[src/hw/rtl/grid_box_neighbor_cells_macros.svh]
// Assertion helpers for the top-level RTL, grid_box_neighbor_cells.sv.
`ifndef GRID_BOX_NEIGHBOR_CELLS_MACROS_SVH
`define GRID_BOX_NEIGHBOR_CELLS_MACROS_SVH

// Check prop on every clock edge outside reset.
`define GBNC_ASSERT(label, prop, msg) \
  label: assert property (@(posedge clk) disable iff (!rst_n) (prop)) else $error(msg);

// Check prop on every clock edge, reset included.
`define GBNC_ASSERT_ALWAYS(label, prop, msg) \
  label: assert property (@(posedge clk) (prop)) else $error(msg);

`endif

[src/hw/rtl/gbnc_pkg.sv]
package gbnc_pkg;

  localparam int DIM_W   = 11;
  localparam int COORD_W = 12;
  localparam int CELL_W  = 10;
  localparam int ID_W    = 30;
  localparam int DXY_W   = 2 * CELL_W + 1;
  localparam int YOFF_W  = 2 * CELL_W;
  localparam int CFG_IDX_W = 2;

  localparam int MAX_DIM    = 1024;
  localparam int MAX_RADIUS = 1;

  localparam logic [CFG_IDX_W-1:0] CFG_DIM_X = 2'd0;
  localparam logic [CFG_IDX_W-1:0] CFG_DIM_Y = 2'd1;
  localparam logic [CFG_IDX_W-1:0] CFG_DIM_Z = 2'd2;

  typedef enum logic [2:0] {
    ST_IDLE,
    ST_BOUND,
    ST_MUL,
    ST_SUM,
    ST_EMIT
  } gbnc_state_t;

  typedef struct packed {
    logic load;
    logic bound;
    logic mul;
    logic init;
    logic step;
  } gbnc_cmd_t;

  typedef struct packed {
    logic in_grid;
    logic box_end;
  } gbnc_status_t;

endpackage

[src/hw/rtl/gbnc_ctrl.sv]
module gbnc_ctrl
  import gbnc_pkg::*;
(
  input  logic         clk,
  input  logic         rst_n,
  input  logic         in_valid,
  output logic         in_stall,
  output logic         out_valid,
  input  logic         out_stall,
  input  gbnc_status_t status,
  output gbnc_cmd_t    cmd
);

  gbnc_state_t state_r;
  gbnc_state_t state_nxt;

  always_comb begin
    state_nxt = state_r;
    case (state_r)
      ST_IDLE:  if (in_valid) state_nxt = ST_BOUND;
      ST_BOUND: state_nxt = status.in_grid ? ST_MUL : ST_IDLE;
      ST_MUL:   state_nxt = ST_SUM;
      ST_SUM:   state_nxt = ST_EMIT;
      ST_EMIT:  if (!out_stall && status.box_end) state_nxt = ST_IDLE;
      default:  state_nxt = ST_IDLE;
    endcase
  end

  always_comb begin
    in_stall   = 1'b1;
    out_valid  = 1'b0;
    cmd        = '0;
    case (state_r)
      ST_IDLE: begin
        in_stall = 1'b0;
        cmd.load = in_valid;
      end
      ST_BOUND: cmd.bound = 1'b1;
      ST_MUL:   cmd.mul   = 1'b1;
      ST_SUM:   cmd.init  = 1'b1;
      ST_EMIT: begin
        out_valid = 1'b1;
        cmd.step  = !out_stall && !status.box_end;
      end
      default: in_stall = 1'b1;
    endcase
  end

  always_ff @(posedge clk) begin
    if (!rst_n) begin
      state_r <= ST_IDLE;
    end else begin
      state_r <= state_nxt;
    end
  end

endmodule

[src/hw/rtl/gbnc_dpath.sv]
module gbnc_dpath
  import gbnc_pkg::*;
#(
  parameter int DIM_LIMIT    = MAX_DIM,
  parameter int RADIUS_LIMIT = MAX_RADIUS
)
(
  input  logic               clk,
  input  gbnc_cmd_t          cmd,
  output gbnc_status_t       status,
  input  logic [DIM_W-1:0]   dim_x,
  input  logic [DIM_W-1:0]   dim_y,
  input  logic [DIM_W-1:0]   dim_z,
  input  logic [COORD_W-1:0] coord_x,
  input  logic [COORD_W-1:0] coord_y,
  input  logic [COORD_W-1:0] coord_z,
  input  logic               radius,
  output logic [ID_W-1:0]    cell_id,
  output logic [CELL_W-1:0]  cell_x,
  output logic [CELL_W-1:0]  cell_y,
  output logic [CELL_W-1:0]  cell_z,
  output logic               last
);

  localparam logic [DIM_W-1:0] DIM_CAP = DIM_W'(DIM_LIMIT);
  localparam logic             R_EN    = (RADIUS_LIMIT > 0);

  function automatic logic [DIM_W-1:0] eff_dim(input logic [DIM_W-1:0] d);
    return (d > DIM_CAP) ? DIM_CAP : d;
  endfunction

  // Clamp one axis of the box around p to [0, d-1].
  function automatic logic [2*CELL_W-1:0] axis_box(input logic [CELL_W-1:0] p,
                                                   input logic r,
                                                   input logic [DIM_W-1:0] d);
    logic [CELL_W-1:0] lo;
    logic [CELL_W-1:0] hi;
    lo = (r && p != '0) ? p - CELL_W'(1) : p;
    hi = (r && ({1'b0, p} + DIM_W'(1)) < d) ? p + CELL_W'(1) : p;
    return {lo, hi};
  endfunction

  logic [DIM_W-1:0] dx, dy, dz;
  logic [COORD_W-1:0] px_r, py_r, pz_r;
  logic               r_r;
  logic [CELL_W-1:0]  x0_r, x1_r, y0_r, y1_r, z0_r, z1_r;
  logic [DXY_W-1:0]   dxy_r;
  logic [YOFF_W-1:0]  yoff_r;
  logic [ID_W-1:0]    zoff_r;
  logic [CELL_W-1:0]  x_r, y_r, z_r;
  logic [ID_W-1:0]    id_r, row_r, plane_r;

  logic [2*CELL_W-1:0] bx, by, bz;
  logic [DXY_W-1:0]    dxy_full;
  logic [YOFF_W-1:0]   yoff_full;
  logic [ID_W-1:0]     zoff_full;
  logic [ID_W-1:0]     base, row_nxt, plane_nxt;
  logic                x_end, y_end, z_end;

  assign dx = eff_dim(dim_x);
  assign dy = eff_dim(dim_y);
  assign dz = eff_dim(dim_z);

  assign status.in_grid = !px_r[COORD_W-1] && (px_r[DIM_W-1:0] < dx) &&
                          !py_r[COORD_W-1] && (py_r[DIM_W-1:0] < dy) &&
                          !pz_r[COORD_W-1] && (pz_r[DIM_W-1:0] < dz);

  assign bx = axis_box(px_r[CELL_W-1:0], r_r, dx);
  assign by = axis_box(py_r[CELL_W-1:0], r_r, dy);
  assign bz = axis_box(pz_r[CELL_W-1:0], r_r, dz);

  // Products stay inside the target widths for dimensions up to the cap.
  assign dxy_full  = DXY_W'(dx) * DXY_W'(dy);
  assign yoff_full = YOFF_W'(y0_r) * YOFF_W'(dx);
  assign zoff_full = ID_W'(z0_r) * ID_W'(dxy_r);
  assign base      = ID_W'(yoff_r) + zoff_r;

  assign x_end = (x_r == x1_r);
  assign y_end = (y_r == y1_r);
  assign z_end = (z_r == z1_r);
  assign status.box_end = x_end && y_end && z_end;

  assign row_nxt   = row_r + ID_W'(dx);
  assign plane_nxt = plane_r + ID_W'(dxy_r);

  always_ff @(posedge clk) begin
    if (cmd.load) begin
      px_r <= coord_x;
      py_r <= coord_y;
      pz_r <= coord_z;
      r_r  <= radius & R_EN;
    end
    if (cmd.bound) begin
      {x0_r, x1_r} <= bx;
      {y0_r, y1_r} <= by;
      {z0_r, z1_r} <= bz;
      dxy_r        <= dxy_full;
    end
    if (cmd.mul) begin
      yoff_r <= yoff_full;
      zoff_r <= zoff_full;
    end
    if (cmd.init) begin
      x_r     <= x0_r;
      y_r     <= y0_r;
      z_r     <= z0_r;
      id_r    <= base + ID_W'(x0_r);
      row_r   <= base;
      plane_r <= base;
    end else if (cmd.step) begin
      if (!x_end) begin
        x_r  <= x_r + CELL_W'(1);
        id_r <= id_r + ID_W'(1);
      end else if (!y_end) begin
        // wrap x, advance to the next row
        x_r   <= x0_r;
        y_r   <= y_r + CELL_W'(1);
        row_r <= row_nxt;
        id_r  <= row_nxt + ID_W'(x0_r);
      end else begin
        // wrap x and y, advance to the next plane
        x_r     <= x0_r;
        y_r     <= y0_r;
        z_r     <= z_r + CELL_W'(1);
        plane_r <= plane_nxt;
        row_r   <= plane_nxt;
        id_r    <= plane_nxt + ID_W'(x0_r);
      end
    end
  end

  assign cell_id = id_r;
  assign cell_x  = x_r;
  assign cell_y  = y_r;
  assign cell_z  = z_r;
  assign last    = status.box_end;

endmodule

[src/hw/rtl/grid_box_neighbor_cells.sv]
// The query beat is registered, then the bound, multiply and sum setup states run before
//   the first result beat. A query inside the grid gives N results (N = box cells, up to 27),
//   one result a cycle from the id stepper while out_stall is low; a query outside
//   the grid gives no result. in_stall is high outside idle, so a new query waits until
//   the last result is taken and the controller is back in idle.
// Reset (rst_n low, synchronous): controller idle, dim_x/dim_y/dim_z set to 1.
`include "grid_box_neighbor_cells_macros.svh"

module grid_box_neighbor_cells
  import gbnc_pkg::*;
#(
  parameter int DIM_LIMIT    = MAX_DIM,
  parameter int RADIUS_LIMIT = MAX_RADIUS
)
(
  input  logic                 clk,
  input  logic                 rst_n,
  input  logic                 in_valid,
  output logic                 in_stall,
  input  logic [COORD_W-1:0]   in_coord_x,
  input  logic [COORD_W-1:0]   in_coord_y,
  input  logic [COORD_W-1:0]   in_coord_z,
  input  logic                 in_radius,
  output logic                 out_valid,
  input  logic                 out_stall,
  output logic [ID_W-1:0]      out_cell_id,
  output logic [CELL_W-1:0]    out_cell_x,
  output logic [CELL_W-1:0]    out_cell_y,
  output logic [CELL_W-1:0]    out_cell_z,
  output logic                 out_last,
  input  logic                 cfg_valid,
  output logic                 cfg_ready,
  input  logic [CFG_IDX_W-1:0] cfg_index,
  input  logic [DIM_W-1:0]     cfg_data
);

  logic [DIM_W-1:0] dim_x_r, dim_y_r, dim_z_r;
  logic [DIM_W-1:0] dim_x_nxt, dim_y_nxt, dim_z_nxt;
  gbnc_cmd_t        cmd;
  gbnc_status_t     status;
  logic             cell_in_grid;

  assign cfg_ready = 1'b1;

  // Unknown indexes are dropped.
  always_comb begin
    dim_x_nxt = dim_x_r;
    dim_y_nxt = dim_y_r;
    dim_z_nxt = dim_z_r;
    if (cfg_valid && cfg_ready) begin
      case (cfg_index)
        CFG_DIM_X: dim_x_nxt = cfg_data;
        CFG_DIM_Y: dim_y_nxt = cfg_data;
        CFG_DIM_Z: dim_z_nxt = cfg_data;
        default:   dim_x_nxt = dim_x_r;
      endcase
    end
  end

  always_ff @(posedge clk) begin
    if (!rst_n) begin
      dim_x_r <= DIM_W'(1);
      dim_y_r <= DIM_W'(1);
      dim_z_r <= DIM_W'(1);
    end else begin
      dim_x_r <= dim_x_nxt;
      dim_y_r <= dim_y_nxt;
      dim_z_r <= dim_z_nxt;
    end
  end

  gbnc_ctrl u_ctrl (
    .clk       (clk),
    .rst_n     (rst_n),
    .in_valid  (in_valid),
    .in_stall  (in_stall),
    .out_valid (out_valid),
    .out_stall (out_stall),
    .status    (status),
    .cmd       (cmd)
  );

  gbnc_dpath #(
    .DIM_LIMIT    (DIM_LIMIT),
    .RADIUS_LIMIT (RADIUS_LIMIT)
  ) u_dpath (
    .clk     (clk),
    .cmd     (cmd),
    .status  (status),
    .dim_x   (dim_x_r),
    .dim_y   (dim_y_r),
    .dim_z   (dim_z_r),
    .coord_x (in_coord_x),
    .coord_y (in_coord_y),
    .coord_z (in_coord_z),
    .radius  (in_radius),
    .cell_id (out_cell_id),
    .cell_x  (out_cell_x),
    .cell_y  (out_cell_y),
    .cell_z  (out_cell_z),
    .last    (out_last)
  );

  assign cell_in_grid = (DIM_W'(out_cell_x) < dim_x_r) && (DIM_W'(out_cell_y) < dim_y_r) &&
                        (DIM_W'(out_cell_z) < dim_z_r);

  `GBNC_ASSERT(a_no_query_while_emit, out_valid |-> in_stall, "query taken during emit")
  `GBNC_ASSERT(a_cell_in_grid, out_valid |-> cell_in_grid, "cell outside grid")
  `GBNC_ASSERT(a_more_after_mid, (out_valid && !out_stall && !out_last) |=> out_valid, "burst cut short")
  `GBNC_ASSERT(a_stop_after_last, (out_valid && !out_stall && out_last) |=> !out_valid, "beat after last")

endmodule

[config.mk]
export PLATFORM = sky130hd
export DESIGN_NAME = grid_box_neighbor_cells
export DESIGN_NICKNAME = d
export VERILOG_FILES = /design/src/hw/rtl/gbnc_pkg.sv /design/src/hw/rtl/gbnc_ctrl.sv /design/src/hw/rtl/gbnc_dpath.sv /design/src/hw/rtl/grid_box_neighbor_cells.sv
export VERILOG_INCLUDE_DIRS = /design/src /design/src/hw/rtl
export SDC_FILE = /design/constraint.sdc
export NUM_CORES = 2
export LEC_CHECK = 0
export BUFFER_PORTS_ARGS = -buffer_cell sky130_fd_sc_hd__buf_4
export CORE_UTILIZATION = 50
export DETAILED_ROUTE_END_ITERATION = 8
export PLACE_DENSITY = 0.66
export SLEW_MARGIN = 15
export SYNTH_ARGS = -nofsm -noshare
export SYNTH_HDL_FRONTEND = slang
export SYNTH_HIERARCHICAL = 1
export SYNTH_SLANG_ARGS = --single-unit
[constraint.sdc]
create_clock -name clk -period 18.05 [get_ports clk]
set_input_delay 3.61 -clock clk [delete_from_list [all_inputs] [get_ports clk]]
set_output_delay 3.61 -clock clk [all_outputs]
set_load 0.05 [all_outputs]
== Word-level counts from Yosys, hierarchy flattened ==
Cells that the tools add are included.

* Flip-flop bits (word level): 324
* Output and inout port bits: 64
* Input port bits: 55
* Word-level logic and storage cells: 142

* Equality and inequality tests: 11
* Mux-type cells: 43
* $lt $le $gt $ge: 9
* Reductions and logical operators: 34
* $mul: 3
* Add/subtract/negate cells: 19

{| class="wikitable"
|+ Operators with widths
! cell !! count
|-
| 30-bit two-way mux || 12
|-
| 10-bit two-way mux || 17
|-
| 30-bit by 10-bit adder with 30-bit output || 3
|-
| 11-bit < comparator || 6
|-
| 10-bit by 1-bit adder with 10-bit output, second input constant || 6
|-
| 10-bit by 1-bit adder with 11-bit output, second input constant || 3
|-
| 11-bit greater-than comparator, second input constant || 3
|-
| 11-bit two-way mux || 3
|-
| 20-bit by 30-bit adder with 30-bit output || 1
|-
| 30-bit by 1-bit adder with 30-bit output, second input constant || 1
|-
| 30-bit by 11-bit adder with 30-bit output || 1
|-
| 30-bit by 21-bit adder with 30-bit output || 1
|-
| 10-bit equality test || 3
|-
| 10-bit by 21-bit multiplier with 30-bit output || 1
|-
| 10-bit nonzero test || 3
|-
| 10-bit by 1-bit subtractor with 10-bit output, second input constant || 3
|-
| 11-bit by 11-bit multiplier with 21-bit output || 1
|-
| 10-bit by 11-bit multiplier with 20-bit output || 1
|-
| 1-bit logical AND || 15
|-
| 3-bit one-hot mux with 5 select lines || 1
|-
| 2-bit AND reduction || 5
|-
| 1-bit two-way mux || 7
|-
| 3-bit by 2-bit equality test with 1-bit output, second input constant || 2
|-
| 3-bit two-way mux || 2
|-
| 12 further kinds || 18
|}

== Longest topological paths before layout ==
* Word-level depth: 10
* Gate-level depth with buffers: 25
* Gate-level depth less buffers: 24

== By module ==
The synthesis kept the hierarchy.

{| class="wikitable"
|+ Modules (own cells, without submodules)
! module !! area each (um^2) !! cells an instance !! instances
|-
| gbnc_dpath || 33692.3 || 3615 || 1
|-
| grid_box_neighbor_cells || 1256.2 || 123 || 1
|-
| gbnc_ctrl || 178.9 || 21 || 1
|}

== Worst setup path after synthesis ==
OpenSTA, ideal clock, no wires.

* Path kind: input-to-reg
* Start: input port out_stall
* End: register u_dpath.z_r[0] (netlist: u_dpath/cell_z[0]) (enable)
* Path slack: 10.952 ns
* Library setup time: 0.487 ns
* Cell stages on the path: 3
* Arrival time: 6.612 ns
* Data required time: 17.563 ns
* Path through: nor3b_1 nor2_1 nor3_1

* Longest elaborated chain between the ends: 5

{| class="wikitable"
|+ Ends and longest elaborated chain
! element !! line !! RTL
|-
| start: declaration || grid_box_neighbor_cells.sv:25 || <nowiki>input logic out_stall,</nowiki>
|-
| 1-bit zero test || gbnc_ctrl.sv:43 || <nowiki>cmd.step = !out_stall && !status.box_end;</nowiki>
|-
| 1-bit logical AND || gbnc_ctrl.sv:43 ||
|-
| 1-bit two-way mux || gbnc_ctrl.sv:33 || <nowiki>case (state_r)</nowiki>
|-
| 2-bit nonzero test (no source line) || n/a ||
|-
| 3-bit AND reduction (no source line) || n/a ||
|-
| end signal: assignment || gbnc_dpath.sv:106 || <nowiki>z_r <= z0_r;</nowiki>
|-
| end signal: assignment || gbnc_dpath.sv:124 || <nowiki>z_r <= z_r + CELL_W'(1);</nowiki>
|-
| end: declaration || gbnc_dpath.sv:50 || <nowiki>logic [CELL_W-1:0] x_r, y_r, z_r;</nowiki>
|}

Every way passes these cells.
A chain may end at the register's enable or synchronous reset.

== Worst setup path after layout ==
* Start: register u_dpath.x_r[7] (netlist: u_dpath/cell_x[7])
* End: output port out_last

* Longest elaborated chain between the ends: 3

{| class="wikitable"
|+ Ends and longest elaborated chain
! element !! line !! RTL
|-
| start: declaration || gbnc_dpath.sv:50 ||
|-
| start signal: assignment || gbnc_dpath.sv:104 || <nowiki>x_r <= x0_r;</nowiki>
|-
| start signal: assignment || gbnc_dpath.sv:112 || <nowiki>x_r <= x_r + CELL_W'(1);</nowiki>
|-
| start signal: assignment || gbnc_dpath.sv:116 || <nowiki>x_r <= x0_r;</nowiki>
|-
| 10-bit equality test || gbnc_dpath.sv:78 || <nowiki>assign x_end = (x_r == x1_r);</nowiki>
|-
| 1-bit logical AND (2 in a row) || gbnc_dpath.sv:81 || <nowiki>assign status.box_end = x_end && y_end && z_end;</nowiki>
|-
| end: declaration || grid_box_neighbor_cells.sv:30 || <nowiki>output logic out_last,</nowiki>
|}

Every way passes these cells.

==> key figures <==
Outcome
  • Status: completed

STA
  • Final worst slack: 10,970 ps
  • Final Hold Fails: 0
  • F_max: 141 MHz
  • RSZ-0062 raised after global routing: false
  • Worst slew margin: 23.5%
  • Final Skew: 42.9 ps
  • Final min period: 7080 ps
  • Slew Viols, Final: 0
  • Slew @ Worst Pin: 1140 ps
  • Setup Viol. Count Final: 0
  • Period Utilization, post-route: 39.2%
  • Setup TNS: 0 ps

Pwr
  • Total power: 3290 uW
  • Leakage power: 0.0164 uW
  • Max VDD drop: 121 uV
  • PD cells: 86.4 mW/mm^2

Cells and area
  • Syn-to-layout area delta: 8.29%
  • Fin nets: 4,459
  • Final Util: 55.1%
  • Fill cells: 6,286
  • Layout cells sized above 1: 7.31%
  • # diodes: 0

Worst setup path
  • Crit path capture type: output port
  • Critical path arrival: 3470 ps
  • Slowest stage cell, crit path: nor3_1
  • Most used cell along the critical path: buf_4
  • Crit path largest cell delay: 780 ps
  • Critical path required time: 14,440 ps
  • Worst setup path class: reg -> out
  • Critical Path Fanout Max: 37
  • CP Launch Type: flop
  • Worst path bufs/invs: 3
  • Delay-heaviest family, CP: simple AND/OR/NAND/NOR gates
  • CP cell instances: xnor2_1, nand4_1, nor4_2, buf_4, inv_1, nor3_1, buf_4

Place
  • Post-DP HPWL: 72,000 um
  • GP Congestion: 0.940
  • DP Worst Slack: 11,430 ps
  • Buffers on Ports: 117

Synthesis
  • Top FF cell, synth: edfxtp_1
  • Post-Syn Instances: 3,759
  • Syn Area/Cell: 9.34 um^2
  • Synth Cell Area: 0.0351 mm^2
  • Yosys warning total: 6
  • Synth area leader: edfxtp_1
  • Synth top area share: 24.6%
  • Syn_nets: 4,431
  • Synth area leaders: edfxtp_1 (25%), fa_1 (17%), ha_1 (11%)
  • Ys async rst share: 0%
  • Netlist cell types: 100
  • Register area share after synthesis: 26.7%
  • Synth Register Bits: 324
  • EDFF count, synth: 288

Clock network
  • Clk slew on worst S/H paths: 60 ps
  • Post-CTS resize count: 0
  • Cts hold-fix bufs: 0
  • Post-CTS setup buffers: 0
  • CTS root buffer: clkbuf_16
  • Bufs on Longest Clock Path: 3
  • Worst skew pair latency: 580 ps
  • TritonCTS clock tree: built
  • TritonCTS Buffers: 40
  • Clock sink total: 324
  • Htree depth: 2

Floorplanning
  • DIE WIDTH: 267 um
  • Initial Util: 50.9%
  • IO Count: 119
  • Core box area: 0.0691 mm^2
  • # rows: 96
  • Die ar.: 0.0713 mm^2
  • Die Height: 267 um

GRT
  • Largest net degree at the start of global routing: 63
  • Initial antenna violation count: 2
  • Congestion Overflow GR: 0
  • Number of global-route vias before repair: 26,831
  • GRT Overall Usage: 26.5%
  • Global-route wire length before repair: 148,000 um

Route
  • Vias per cell: 5.62
  • Pre-antenna DRT Iters: 6
  • Vias: 26,675
  • Post-route DRC: 0
  • Post-route ant nets: 0
  • Routed len/inst: 19.6 um
  • Detailed Route Iter0 Violations: 1,736
  • Routed Wire Length: 93,100 um

Hold path
  • HP Class: reg -> reg

Job
  • Max cap viols: 0
==> cells in the mapped netlist (8+ instances only) <==
master	number
nand2_1	493
inv_1	386
ha_1	315
fa_1	302
edfxtp_1	288
nor2_1	245
xnor2_1	216
and2_1	170
a21oi_1	168
o21ai_0	140
clkbuf_1	127
xor2_1	117
nand3_1	80
and3_1	51
nor3_1	47
a21o_1	44
mux2i_1	44
nor2b_1	40
dfxtp_1	36
o21a_1	34
nand2b_1	29
nand4_1	29
a211oi_1	25
or3_1	24
a31oi_1	19
o21bai_1	18
nor4_1	17
o211ai_1	17
a21boi_0	13
mux2_2	13
o21ai_1	12
buf_2	10
o2111ai_1	10
buf_1	9
nor3b_1	8
o31ai_1	8
==> path summary, 6_finish.rpt <==
kind / from / slack (ps) / cells after the start / to
worst max-delay path: u_dpath/cell_x[7] / 10970 / 7 / out_last
worst min-delay path: dim_z_r[1] / 460 / 2 / dim_z_r[1]
worst min register to register: dim_z_r[1] / 460 / 2 / dim_z_r[1]
worst max register to register: u_dpath/z0_r[3] / 11350 / 19 / u_dpath/zoff_r[28]
==> layout make-up <==
cell class,count,area (um^2),share of cell area (%)
inverters,392,1470,3.87
well taps,931,1160,3.06
flip-flops and latches,324,9370,24.6
repair buffers,146,1100,2.88
clock buffers,52,1120,2.95
multi-input cells,2883,23600,62.1
clock inverters,20,196,0.516
==> power breakdown <==
part / internal, uW / switching [uW]
registers: 919 / 51.8
clock network: 483 / 341
logic: 664 / 829
==> state kept, by name, summed over array words and instances, names as in the netlist, 11 cells and up <==
signal and count:
u_dpath/cell_id 30, dim_x_r 11, u_dpath/py_r 12, u_dpath/zoff_r 30, u_dpath/yoff_r 20, u_dpath/pz_r 12
u_dpath/dxy_r 21, u_dpath/px_r 12, u_dpath/row_r 30, dim_y_r 11, u_dpath/plane_r 30, dim_z_r 11
==> worst min-delay path, delay by kind of cell (launching register included) <==
kind	cells	cell delay, ps
multiplexers	1	50
AND/OR/NAND/NOR	1	50
flip-flops	1	300
==> layout by cell type, fill, tap and decap left out, drive strengths merged, types with 9 or more instances in the layout <==
master	count
o2111ai	10
xnor2	216
nor2b	40
nand2b	29
buf	146
xor2	117
inv	388
o211ai	17
a31oi	20
nand3	82
a21oi	171
a211oi	30
nor4	19
clkinv	20
and3	52
a21boi	14
nand2	493
clkbuf	52
or3	25
fa	302
mux2	13
a21o	45
and2	170
nor3	49
mux2i	46
nor3b	10
nand4	30
o21bai	18
dfxtp	36
o21a	34
edfxtp	288
ha	315
o41ai	9
nor2	245
o21ai	153
==> stage by stage <==
step	hold WS (ps)	instance area [um^2]	std cells
floorplan	430	35100	3759
global placement	447	36700	4676
detailed placement	451	36700	4676
CTS	461	38000	4748
global route	482	38000	4748
finish	459	38000	4748
==> per-layer routing <==
metal	share of wire (%)	global-route usage [%]	routed length [um]	vias to the layer above
met5	0	0	0	-
met4	3.7	9.40	3450	0
met3	5.3	2.93	4910	180
met1	42	34.3	39200	12925
met2	49	46.0	45500	824
li1	-	-	-	12746
==> logic make-up (layout without fill, tap and decap cells) <==
kind of cell | after synthesis | count (layout) | synth area share (%)
compound gates | 595 | 595 | 11.1
xor+xnor | 333 | 333 | 8.30
fa+ha+maj | 617 | 617 | 28.4
buf+inv | 552 | 610 | 6.22
flops | 324 | 324 | 26.7
mux | 59 | 59 | 1.80
other cells | 1 | 1 | 0.0107
simple gates | 1278 | 1278 | 17.4
No activity file was read; power rests on OpenSTA's default activity.
